--- src/design/iee_pkg.sv ---
// ============================================================================
// iee_pkg: shared constants for the infix expression evaluator
// Character codes, term operator codes and post-fold action codes.
// ============================================================================
`default_nettype none

package iee_pkg;

    // ASCII character codes
    localparam logic [7:0] CH_EQ    = 8'h3D;  // '='
    localparam logic [7:0] CH_PLUS  = 8'h2B;  // '+'
    localparam logic [7:0] CH_MINUS = 8'h2D;  // '-'
    localparam logic [7:0] CH_STAR  = 8'h2A;  // '*'
    localparam logic [7:0] CH_SLASH = 8'h2F;  // '/'
    localparam logic [7:0] CH_ZERO  = 8'h30;  // '0'
    localparam logic [7:0] CH_NINE  = 8'h39;  // '9'
    localparam logic [7:0] CH_SPACE = 8'h20;  // ' ', ignored like any other code

    // Pending operator inside the open term
    typedef logic [1:0] t_op;
    localparam t_op OP_NONE = 2'd0;
    localparam t_op OP_MUL  = 2'd1;
    localparam t_op OP_DIV  = 2'd2;

    // What to do once the open number has been folded into the term
    typedef logic [1:0] t_post;
    localparam t_post POST_SETOP = 2'd0;  // latch the new '*' or '/'
    localparam t_post POST_TERM  = 2'd1;  // fold term into sum, latch sign
    localparam t_post POST_EMIT  = 2'd2;  // fold term, emit result, clear

endpackage : iee_pkg

`default_nettype wire

--- src/design/infix_expression_evaluator_core.sv ---
// ============================================================================
// infix_expression_evaluator_core: streaming infix integer evaluator
// Takes one ASCII character per transaction, applies '*' '/' before
// '+' '-', left to right, and returns the wrapped signed value on '='.
// ============================================================================
//
//  Channel | Direction | Handshake            | Payload
//  --------+-----------+----------------------+-------------------------------
//  input   | in        | i_valid / o_ready    | i_char_code[7:0]
//  output  | out       | o_valid / i_ready    | o_value[31:0], o_div_zero_error
//
//  A digit is folded into the open number while the sequencer stays idle.
//  An operator folds that number into the term: directly when no '*' or
//  '/' is pending, by shift-add multiply after a '*', and after a '/' by
//  two magnitude steps, restoring divide and sign fix, all through one shared
//  adder/subtractor. '+', '-' and '=' use that adder in S_POST to fold the term.
//  o_ready is low while the sequencer is busy; a result waits in the output
//  register and only a '=' stalls when that register is still full.
//  Reset (i_rst_n low at a clock edge) clears the expression state and the
//  output valid flag.
//
`default_nettype none

module infix_expression_evaluator_core #(
    parameter int VALUE_WIDTH = 32
) (
    input  wire logic        i_clk,
    input  wire logic        i_rst_n,
    // input character channel
    input  wire logic        i_valid,
    output logic             o_ready,
    input  wire logic [7:0]  i_char_code,
    // result channel
    output logic             o_valid,
    input  wire logic        i_ready,
    output logic [31:0]      o_value,
    output logic             o_div_zero_error
);

    import iee_pkg::*;

    localparam int W  = VALUE_WIDTH;
    localparam int AW = W + 2;            // shared adder width (divide needs W+1 plus sign)
    localparam int CW = $clog2(W);

    // sequencer states
    localparam logic [2:0] S_IDLE = 3'd0;
    localparam logic [2:0] S_MUL  = 3'd1;
    localparam logic [2:0] S_ABSA = 3'd2;
    localparam logic [2:0] S_ABSB = 3'd3;
    localparam logic [2:0] S_DIV  = 3'd4;
    localparam logic [2:0] S_FIX  = 3'd5;
    localparam logic [2:0] S_POST = 3'd6;

    // expression state
    logic [W-1:0]  r_sum;
    logic [W-1:0]  r_term;
    logic [W-1:0]  r_num;
    t_op           r_op;
    logic          r_neg;
    logic          r_err;

    // sequencer and shared-unit working registers
    logic [2:0]    r_state;
    logic [CW-1:0] r_cnt;
    logic [W-1:0]  r_acc;     // product accumulator or division remainder
    logic [W-1:0]  r_a;       // multiplicand, or dividend shifting into quotient
    logic [W-1:0]  r_b;       // multiplier bits, or divisor
    logic          r_qneg;    // quotient takes a minus sign
    t_post         r_post;
    t_op           r_new_op;
    logic          r_new_neg;

    // output register
    logic          r_out_valid;
    logic [31:0]   r_value;
    logic          r_out_err;

    // shared adder/subtractor
    logic [AW-1:0] alu_x;
    logic [AW-1:0] alu_y;
    logic          alu_sub;
    logic [AW-1:0] alu_r;

    logic          is_digit;
    logic          cnt_done;
    logic          div_neg;
    logic [W-1:0]  num_next;
    logic          emit_go;

    assign o_ready          = (r_state == S_IDLE);
    assign o_valid          = r_out_valid;
    assign o_value          = r_value;
    assign o_div_zero_error = r_out_err;

    assign is_digit = (i_char_code >= CH_ZERO) && (i_char_code <= CH_NINE);
    assign cnt_done = (r_cnt == CW'(W - 1));
    // number times ten plus the new digit, wrapped to W bits
    assign num_next = (r_num << 3) + (r_num << 1) + W'(i_char_code - CH_ZERO);
    // load a result this cycle: terminator folded and output register free
    assign emit_go  = (r_state == S_POST) && (r_post == POST_EMIT) &&
                      (!r_out_valid || i_ready);

    // Select the operands of the one adder by sequencer step.
    always_comb begin
        alu_x   = '0;
        alu_y   = '0;
        alu_sub = 1'b0;
        unique case (r_state)
            S_MUL: begin
                alu_x = {2'b00, r_acc};
                alu_y = r_b[0] ? {2'b00, r_a} : '0;
            end
            S_ABSA: begin
                alu_y   = {2'b00, r_a};
                alu_sub = r_a[W-1];
            end
            S_ABSB: begin
                alu_y   = {2'b00, r_b};
                alu_sub = r_b[W-1];
            end
            S_DIV: begin
                // trial subtract of divisor from remainder with next dividend bit
                alu_x   = {1'b0, r_acc, r_a[W-1]};
                alu_y   = {2'b00, r_b};
                alu_sub = 1'b1;
            end
            S_FIX: begin
                alu_y   = {2'b00, r_a};
                alu_sub = r_qneg;
            end
            S_POST: begin
                alu_x   = {2'b00, r_sum};
                alu_y   = {2'b00, r_term};
                alu_sub = r_neg;
            end
            default: begin
                alu_x   = '0;
            end
        endcase
        alu_r = alu_x + (alu_sub ? ~alu_y : alu_y) + AW'(alu_sub);
    end

    assign div_neg = alu_r[AW-1];

    always_ff @(posedge i_clk) begin
        if (!i_rst_n) begin
            r_state     <= S_IDLE;
            r_sum       <= '0;
            r_term      <= '0;
            r_num       <= '0;
            r_op        <= OP_NONE;
            r_neg       <= 1'b0;
            r_err       <= 1'b0;
            r_cnt       <= '0;
            r_qneg      <= 1'b0;
            r_post      <= POST_SETOP;
            r_new_op    <= OP_NONE;
            r_new_neg   <= 1'b0;
            r_out_valid <= 1'b0;
        end else begin
            // drop the result once the consumer takes it, unless a new one loads
            if (r_out_valid && i_ready && !emit_go) begin
                r_out_valid <= 1'b0;
            end

            unique case (r_state)
                S_IDLE: begin
                    if (i_valid) begin
                        if (is_digit) begin
                            r_num <= num_next;
                        end else if (i_char_code == CH_STAR || i_char_code == CH_SLASH ||
                                     i_char_code == CH_PLUS || i_char_code == CH_MINUS ||
                                     i_char_code == CH_EQ) begin
                            // remember what follows the number fold
                            if (i_char_code == CH_STAR || i_char_code == CH_SLASH) begin
                                r_post <= POST_SETOP;
                            end else if (i_char_code == CH_EQ) begin
                                r_post <= POST_EMIT;
                            end else begin
                                r_post <= POST_TERM;
                            end
                            r_new_op  <= (i_char_code == CH_STAR) ? OP_MUL : OP_DIV;
                            r_new_neg <= (i_char_code == CH_MINUS);

                            // start folding the open number into the term
                            unique case (r_op)
                                OP_MUL: begin
                                    r_acc   <= '0;
                                    r_a     <= r_term;
                                    r_b     <= r_num;
                                    r_cnt   <= '0;
                                    r_state <= S_MUL;
                                end
                                OP_DIV: begin
                                    r_a     <= r_term;
                                    r_b     <= r_num;
                                    r_qneg  <= r_term[W-1] ^ r_num[W-1];
                                    r_state <= S_ABSA;
                                end
                                default: begin
                                    r_term  <= r_num;
                                    r_num   <= '0;
                                    r_state <= S_POST;
                                end
                            endcase
                        end
                    end
                end

                S_MUL: begin
                    r_acc <= alu_r[W-1:0];
                    r_a   <= r_a << 1;
                    r_b   <= r_b >> 1;
                    r_cnt <= r_cnt + 1'b1;
                    if (cnt_done) begin
                        r_term  <= alu_r[W-1:0];
                        r_num   <= '0;
                        r_state <= S_POST;
                    end
                end

                S_ABSA: begin
                    r_a     <= alu_r[W-1:0];
                    r_state <= S_ABSB;
                end

                S_ABSB: begin
                    if (r_b == '0) begin
                        // divide by zero: quotient zero, flag the expression
                        r_err   <= 1'b1;
                        r_term  <= '0;
                        r_num   <= '0;
                        r_state <= S_POST;
                    end else begin
                        r_b     <= alu_r[W-1:0];
                        r_acc   <= '0;
                        r_cnt   <= '0;
                        r_state <= S_DIV;
                    end
                end

                S_DIV: begin
                    // restoring step: keep the difference when it stays non-negative
                    if (div_neg) begin
                        r_acc <= {r_acc[W-2:0], r_a[W-1]};
                    end else begin
                        r_acc <= alu_r[W-1:0];
                    end
                    r_a   <= {r_a[W-2:0], ~div_neg};
                    r_cnt <= r_cnt + 1'b1;
                    if (cnt_done) begin
                        r_state <= S_FIX;
                    end
                end

                S_FIX: begin
                    r_term  <= alu_r[W-1:0];
                    r_num   <= '0;
                    r_state <= S_POST;
                end

                S_POST: begin
                    unique case (r_post)
                        POST_SETOP: begin
                            r_op    <= r_new_op;
                            r_state <= S_IDLE;
                        end
                        POST_TERM: begin
                            r_sum   <= alu_r[W-1:0];
                            r_term  <= '0;
                            r_op    <= OP_NONE;
                            r_neg   <= r_new_neg;
                            r_state <= S_IDLE;
                        end
                        POST_EMIT: begin
                            // hold here until the output register is free
                            if (emit_go) begin
                                r_out_valid <= 1'b1;
                                r_value     <= 32'($signed(alu_r[W-1:0]));
                                r_out_err   <= r_err;
                                r_sum       <= '0;
                                r_term      <= '0;
                                r_num       <= '0;
                                r_op        <= OP_NONE;
                                r_neg       <= 1'b0;
                                r_err       <= 1'b0;
                                r_state     <= S_IDLE;
                            end
                        end
                        default: begin
                            r_state <= S_IDLE;
                        end
                    endcase
                end

                default: begin
                    r_state <= S_IDLE;
                end
            endcase
        end
    end

    // ------------------------------------------------------------------------
    // Assertions
    // ------------------------------------------------------------------------

    // the remainder always stays below the divisor during restoring steps
    a_rem_below_divisor: assert property (@(posedge i_clk) disable iff (!i_rst_n)
        (r_state == S_DIV) |-> (r_acc < r_b))
        else $error("division remainder reached the divisor");

    // the error flag rises only on a zero divisor check
    a_err_source: assert property (@(posedge i_clk) disable iff (!i_rst_n)
        $rose(r_err) |-> ($past(r_state) == S_ABSB && $past(r_b) == '0))
        else $error("error flag set without a zero divisor");

    // a digit leaves the sequencer idle and the term untouched
    a_digit_idle: assert property (@(posedge i_clk) disable iff (!i_rst_n)
        (i_valid && o_ready && is_digit) |=> (r_state == S_IDLE && $stable(r_term)))
        else $error("digit disturbed sequencer or term");

    // a terminator always produces a result before the next character
    a_emit_clears: assert property (@(posedge i_clk) disable iff (!i_rst_n)
        ($past(r_state) == S_POST && $past(r_post) == POST_EMIT && r_state == S_IDLE)
        |-> (r_out_valid && r_sum == '0 && r_err == 1'b0))
        else $error("terminator finished without emitting and clearing");

endmodule : infix_expression_evaluator_core

`default_nettype wire
--- config.mk ---
export PLATFORM = sky130hd
export DESIGN_NAME = infix_expression_evaluator_core
export DESIGN_NICKNAME = d
export VERILOG_FILES = /design/src/design/iee_pkg.sv /design/src/design/infix_expression_evaluator_core.sv
export SDC_FILE = /design/constraint.sdc
export NUM_CORES = 1
export LEC_CHECK = 0
export BUFFER_PORTS_ARGS = -buffer_cell sky130_fd_sc_hd__buf_4
export CAP_MARGIN = 20
export CORE_ASPECT_RATIO = 1.75
export CORE_MARGIN = 1
export CORE_UTILIZATION = 59
export CTS_BUF_LIST = sky130_fd_sc_hd__clkbuf_8
export DETAILED_ROUTE_END_ITERATION = 7
export PLACE_DENSITY = 0.79
export REMOVE_ABC_BUFFERS = 1
export SLEW_MARGIN = 15
export SYNTH_ARGS = -nofsm -noshare
export SYNTH_HDL_FRONTEND = slang
export SYNTH_SLANG_ARGS = --single-unit
--- constraint.sdc ---
create_clock -name i_clk -period 7.1 [get_ports i_clk]
set_clock_uncertainty 0.1 [all_clocks]
set_input_delay 1.42 -clock i_clk [delete_from_list [all_inputs] [get_ports i_clk]]
set_output_delay 1.42 -clock i_clk [all_outputs]
set_load 0.01 [all_outputs]
# Word level (Yosys, flattened, before mapping)
# Cells that the tools add are included.
op_classes:
  n_addsub: 6
  order_cmp: 2
  n_eq_ne: 33
  muxes: 70
  bitwise: 4
  reduce_logical: 40
op_table:
  columns: ["op", "n"]
  rows:
  - ["$mux W32", 29]
  - ["$pmux W32 S4", 3]
  - ["$pmux W32 S5", 2]
  - ["$pmux W32 S2", 2]
  - ["$pmux W33 S3", 1]
  - ["$pmux W32 S3", 1]
  - ["$add A32 B32 Y32", 2]
  - ["$eq A8 B6 Y1 const B", 5]
  - ["$add A34 B1 Y34", 1]
  - ["$add A34 B34 Y34", 1]
  - ["$mux W34", 1]
  - ["$not A34 Y34", 1]
  - ["$logic_not A32 Y1", 1]
  - ["$mux W5", 5]
  - ["$mux W3", 7]
  - ["$pmux W3 S7", 1]
  - ["$ne A2 B2 Y1 const B", 10]
  - ["$reduce_and A6 Y1", 3]
  - ["$pmux W5 S3", 1]
  - ["$reduce_and A7 Y1", 2]
  - ["$reduce_and A4 Y1", 3]
  - ["$mux W2", 5]
  - ["$eq A3 B3 Y1 const B", 3]
  - ["$reduce_and A9 Y1", 1]
  - ["other kinds (33)", 64]
word_totals:
  ff_bits: 244
  inputBits: 12
  output_inout_bits: 35
  elab_cells: 173

# Logic depth before layout (Yosys ltp)
logic_depth:
  depth_word: 9
  mapped_depth: 22
  ltp_nobuf: 16

# Worst setup path before layout
# No wires, ideal clock.
synth_path:
  kind: "input to register"
  from: "input i_char_code[4]"
  to: "register r_num[28]"
  setup_time_ns: 0.116
  arrival_time_ns: 6.564
  required_time_ns: 6.884
  setup_slack_ns: 0.319
  path_stages: 12
  path_buffers: 0
  cell_sequence: "ha_1 > nor3_1 > fa_1 > ha_1 > a21o_1 > nor3_1 > a211oi_1 > o2111ai_1 > a21boi_0 > o311ai_0 > nand3_1 > a41o_1"
synth_between:
  elab_chain_cells: 7
  elab_cells_between_ends: 20
  classes_between: "2 x add/sub; 2 x order compare; 7 x eq/ne; 3 x mux; 6 x reduce/logical"
synth_rtl:
  columns: ["element", "line_no", "source"]
  rows:
  - ["start: declaration", "infix_expression_evaluator_core.sv:32", "input wire logic [7:0] i_char_code,"]
  - ["parallel branches: the longest is 7 deep, another holds $add A32 B32 Y32", null, null]
  - ["end signal: assignment", "infix_expression_evaluator_core.sv:171", "r_num <= num_next;"]
  - ["end: declaration", "infix_expression_evaluator_core.sv:58", "logic [W-1:0] r_num;"]
# Several ways; the timed one is not identified. The select of a mux whose other input is x is not followed.
# A chain may end at the register's enable or synchronous reset.

# Worst setup path after layout
layout_path:
  from: "register r_state[2]"
  to: "register r_acc[30] (data pin)"
layout_between:
  elab_chain_cells: 9
  elab_cells_between_ends: 18
  classes_between: "2 x add/sub; 6 x eq/ne; 6 x mux; 1 x bitwise; 3 x reduce/logical"
layout_rtl:
  columns: ["element", "line_no", "source"]
  rows:
  - ["start: declaration", "infix_expression_evaluator_core.sv:64", "logic [2:0] r_state;"]
  - ["start signal: assignment", "infix_expression_evaluator_core.sv:148", "r_state <= S_IDLE;"]
  - ["start signal: assignment", "infix_expression_evaluator_core.sv:193", "r_state <= S_MUL;"]
  - ["start signal: assignment", "infix_expression_evaluator_core.sv:199", "r_state <= S_ABSA;"]
  - ["$eq A3 B3 Y1 / $eq A3 B2 Y1 (equally long branches)", "infix_expression_evaluator_core.sv:109", "unique case (r_state)"]
  - ["$reduce_or A2 Y1 (no source line)", null, null]
  - ["$pmux W32 S4", "infix_expression_evaluator_core.sv:109", null]
  - ["$not A34 Y34", "infix_expression_evaluator_core.sv:141", "alu_r = alu_x + (alu_sub ? ~alu_y : alu_y) + AW'(alu_sub);"]
  - ["$mux W34", "infix_expression_evaluator_core.sv:141", null]
  - ["$add A34 B34 Y34", "infix_expression_evaluator_core.sv:141", null]
  - ["$add A34 B1 Y34 (*)", "infix_expression_evaluator_core.sv:141", null]
  - ["via alu_r[30]", "infix_expression_evaluator_core.sv:83", "logic [AW-1:0] alu_r;"]
  - ["$mux W32", "infix_expression_evaluator_core.sv:245", "if (div_neg) begin"]
  - ["$pmux W32 S4 (*)", "infix_expression_evaluator_core.sv:167", "unique case (r_state)"]
  - ["end signal: assignment", "infix_expression_evaluator_core.sv:212", "r_acc <= alu_r[W-1:0];"]
  - ["end signal: assignment", "infix_expression_evaluator_core.sv:246", "r_acc <= {r_acc[W-2:0], r_a[W-1]};"]
  - ["end signal: assignment", "infix_expression_evaluator_core.sv:248", "r_acc <= alu_r[W-1:0];"]
  - ["end: declaration", "infix_expression_evaluator_core.sv:66", "logic [W-1:0] r_acc;"]
# Mark *: on every way through the listed nets, which the timed path passes. The rest lies on a longest branch.

==> flow_summary.yaml <==
outcome:
  outcome: "complete, but fails checks"
  violations: "design-rule violations"
floorplanning:
  num_io_pins: 47
  die-area_um2: 27600
  die_h_um: 219
  die_w_um: 126
  start_util_pct: 60.0
  core-area_um2: 26500
  rows: 79
power:
  sw_frac_of_total_pct: 49.4
  p_clk_share_pct: 14.5
  cellLeakagePower_nw: 6.65
  seqPwrFrac_pct: 25.8
  p_per_area_nw_per_um2: 471
  p_int_mw: 4.11
  combPwrFrac_pct: 59.7
  ir_worst_vdd_mv: 0.234
  switchingPower_mw: 4.01
placed_design:
  placed_area_um2: 16500
  post-place-ws_ps: 1010
  place_congestion: 0.940
  io_buffers: 46
  hpwl_um: 33200
routing:
  vias: 14140
  wl_per_cell_um: 22.8
  wl_um: 47200
  dr.pass1.iters: 8
  postRouteAntennaNets: 0
  via_per_inst: 6.84
  drt_iter0_drc: 1695
  route.detailed.drc: 3
layout:
  regArea_um2: 6180
  drive_gt1_share_pct: 9.87
  syn_to_final_growth_pct: 8.49
  nets: 1830
  multi_input_area_um2: 9140
  antenna_cells: 0
  fillCellCount: 2198
  design_area_um2: 17200
worst_setup_path:
  slowest_stage: "nor2_2"
  cp-start-kind: "flop"
  arrival_ps: 6380
  crit_chain: "nand2_1 -> nor2_2 -> a222oi_1 -> xnor2_1 -> ha_1 -> and2_0 -> nand2_1 -> a21oi_1 -> o21ai_0 -> a2111oi_2 -> o2111ai_1 -> and4_1 -> nor3_1 -> inv_1 -> a22o_1"
  critPathMaxFanout: 21
  critPathTopFamily: "simple AND/OR/NAND/NOR gates"
  slowest_delay_ps: 850
  crit_type: "reg -> reg"
  required_ps: 7300
  endpoint_kind: "flop"
  crit_top_cell: "nand2_1"
  timing.critical_path.buf_inv: 1
logic_synthesis:
  yosys_warnings: 0
  synth.distinct_cells: 85
  yosysTopAreaCellShare_pct: 24.4
  syn_inst: 1707
  yosys-top-cells-area: "edfxtp_1 24%, dfxtp_1 14%, ha_1 5.8%"
  synth_top_cells_by_count: "199 x nand2_1, 139 x nor2_1, 129 x edfxtp_1, 119 x o21ai_0, 115 x dfxtp_1"
  syn_avg_cell_area_um2: 9.30
  yosysMostFrequentCell: "nand2_1"
  synth_edf_count: 129
  ys_ff_latch: 244
  async_reset_ff_share_pct: 0
  synthesis.area_um2: 15900
  synthFlopType: "edfxtp_1"
  yosysTopAreaCell: "edfxtp_1"
  ys_seq_area_share_pct: 38.9
job:
  max-cap-violations: 0
grt:
  grt_pass1_wl_um: 74100
  overflow: 0
  grt_max_degree: 83
  antenna_found_initial: 0
  grt_pass1_vias: 13820
  grt.total_usage_pct: 34.3
timing:
  drv_slew: 0
  setup_viol: 0
  finalCritPeriodShare_pct: 86.9
  fin_ws_ps: 928
  rsz0062_at_grt: "no"
  clock.fmax_ghz: 0.162
  tightest_slew_ps: 1150
  relSlewSlack_pct: 22.9
  fin_crit_ps: 6170
  whs_ps: 363
  finalHoldViolations: 0
clock_tree:
  htree_levels: 2
  clk_pin_slew_ps: 60
  cts_root_buf: "clkbuf_8"
  cts_hold_buf: 0
  clk_latency_ps: 560
  cts_made_buffers: 38
  cts_num_sinks: 244
  cts_tree: "built"
  cts_setup_buffers: 0
  cts.repair.resized: 0
  cts_buffer_depth: 3
hold_path:
  hold_path_class: "reg -> reg"
power groups by stage:
| stage | clock network, mW | registers [mW] | logic, mW |
|---|---|---|---|
| global placement | 0 | 2.11 | 4.63 |
| detailed placement | 0 | 2.11 | 4.71 |
| global route | 1.24 | 2.11 | 5.19 |
| finish | 1.18 | 2.10 | 4.84 |
| CTS | 1.18 | 2.08 | 4.73 |
| floorplan | 0 | 2.09 | 3.31 |
kinds of logic (layout without fill, tap and decap cells):
logic type	count (synthesis)	in the layout	synth area share (%)
simple gates	542	542	16.1
compound gates	519	519	23.0
xor+xnor	76	76	4.24
flops	244	244	38.9
mux	64	64	4.14
fa+ha+maj	103	103	9.53
buf+inv	159	194	4.07
worst paths after layout:
path | cells after the start | start | to | slack, ps
max | 15 | r_state[2] | r_acc[30] | 930
min | 1 | r_cnt[3] | r_cnt[3] | 360
max reg2reg | 15 | r_state[2] | r_acc[30] | 930
min reg2reg | 1 | r_cnt[3] | r_cnt[3] | 360
stage by stage:
step	utilization (%)	power, mW	TNS [ps]	cells
finish	65.0	8.12	0	2066
global route	65.0	8.54	0	2066
floorplan	-	5.39	-132340	1599
CTS	65.0	8.00	0	2065
global placement	62.2	6.74	0	1998
detailed placement	62.2	6.82	0	1998
metal layers:
layer | up-vias | part of all wire (%) | wire [um] | track usage [%]
li1 | 6420 | - | - | -
met1 | 6779 | 36 | 17000 | 38.7
met2 | 729 | 50 | 23800 | 61.7
met3 | 212 | 6.9 | 3240 | 3.92
met4 | 0 | 6.6 | 3100 | 20.9
met5 | - | 0 | 0 | 0
cell usage in the layout, fill, tap and decap left out, types with 8 or more instances in the layout:
master,instances
nand2_1,198
nor2_1,135
edfxtp_1,129
o21ai_0,118
dfxtp_1,114
buf_4,75
a21oi_1,74
ha_1,73
a22oi_1,72
inv_1,65
mux2i_1,60
xnor2_1,59
clkbuf_8,45
nor3_1,40
a21o_1,33
a222oi_1,31
a22o_1,30
fa_1,30
a221oi_1,29
nand3_1,29
a31oi_1,16
and3_1,15
a211oi_1,15
xor2_1,15
nand2b_1,14
nor4_1,14
nor2b_1,12
o21a_1,12
nor3b_1,11
and2_1,10
nand4_1,9
o31ai_1,9
or2_2,8
o2111ai_1,8
o211ai_1,8
a21boi_0,8
state kept, by name (all words and copies together), names as in the netlist, 2 cells and up:
name,count
r_num,32
r_term,32
r_sum,32
r_a,32
r_new_op,2
r_post,2
r_op,2
o_value,32
r_cnt,5
r_acc,32
r_state,3
r_b,32
layout make-up:
| type | count | share of cell area (%) |
|---|---|---|
| well taps | 324 | 2.35 |
| flip-flops and latches | 244 | 35.9 |
| multi-input cells | 1304 | 53.0 |
| repair buffers | 76 | 3.38 |
| inverters | 51 | 1.11 |
| clock buffers | 45 | 3.59 |
| clock inverters | 22 | 0.668 |
Note: power is estimated with default switching activity, not from simulation.
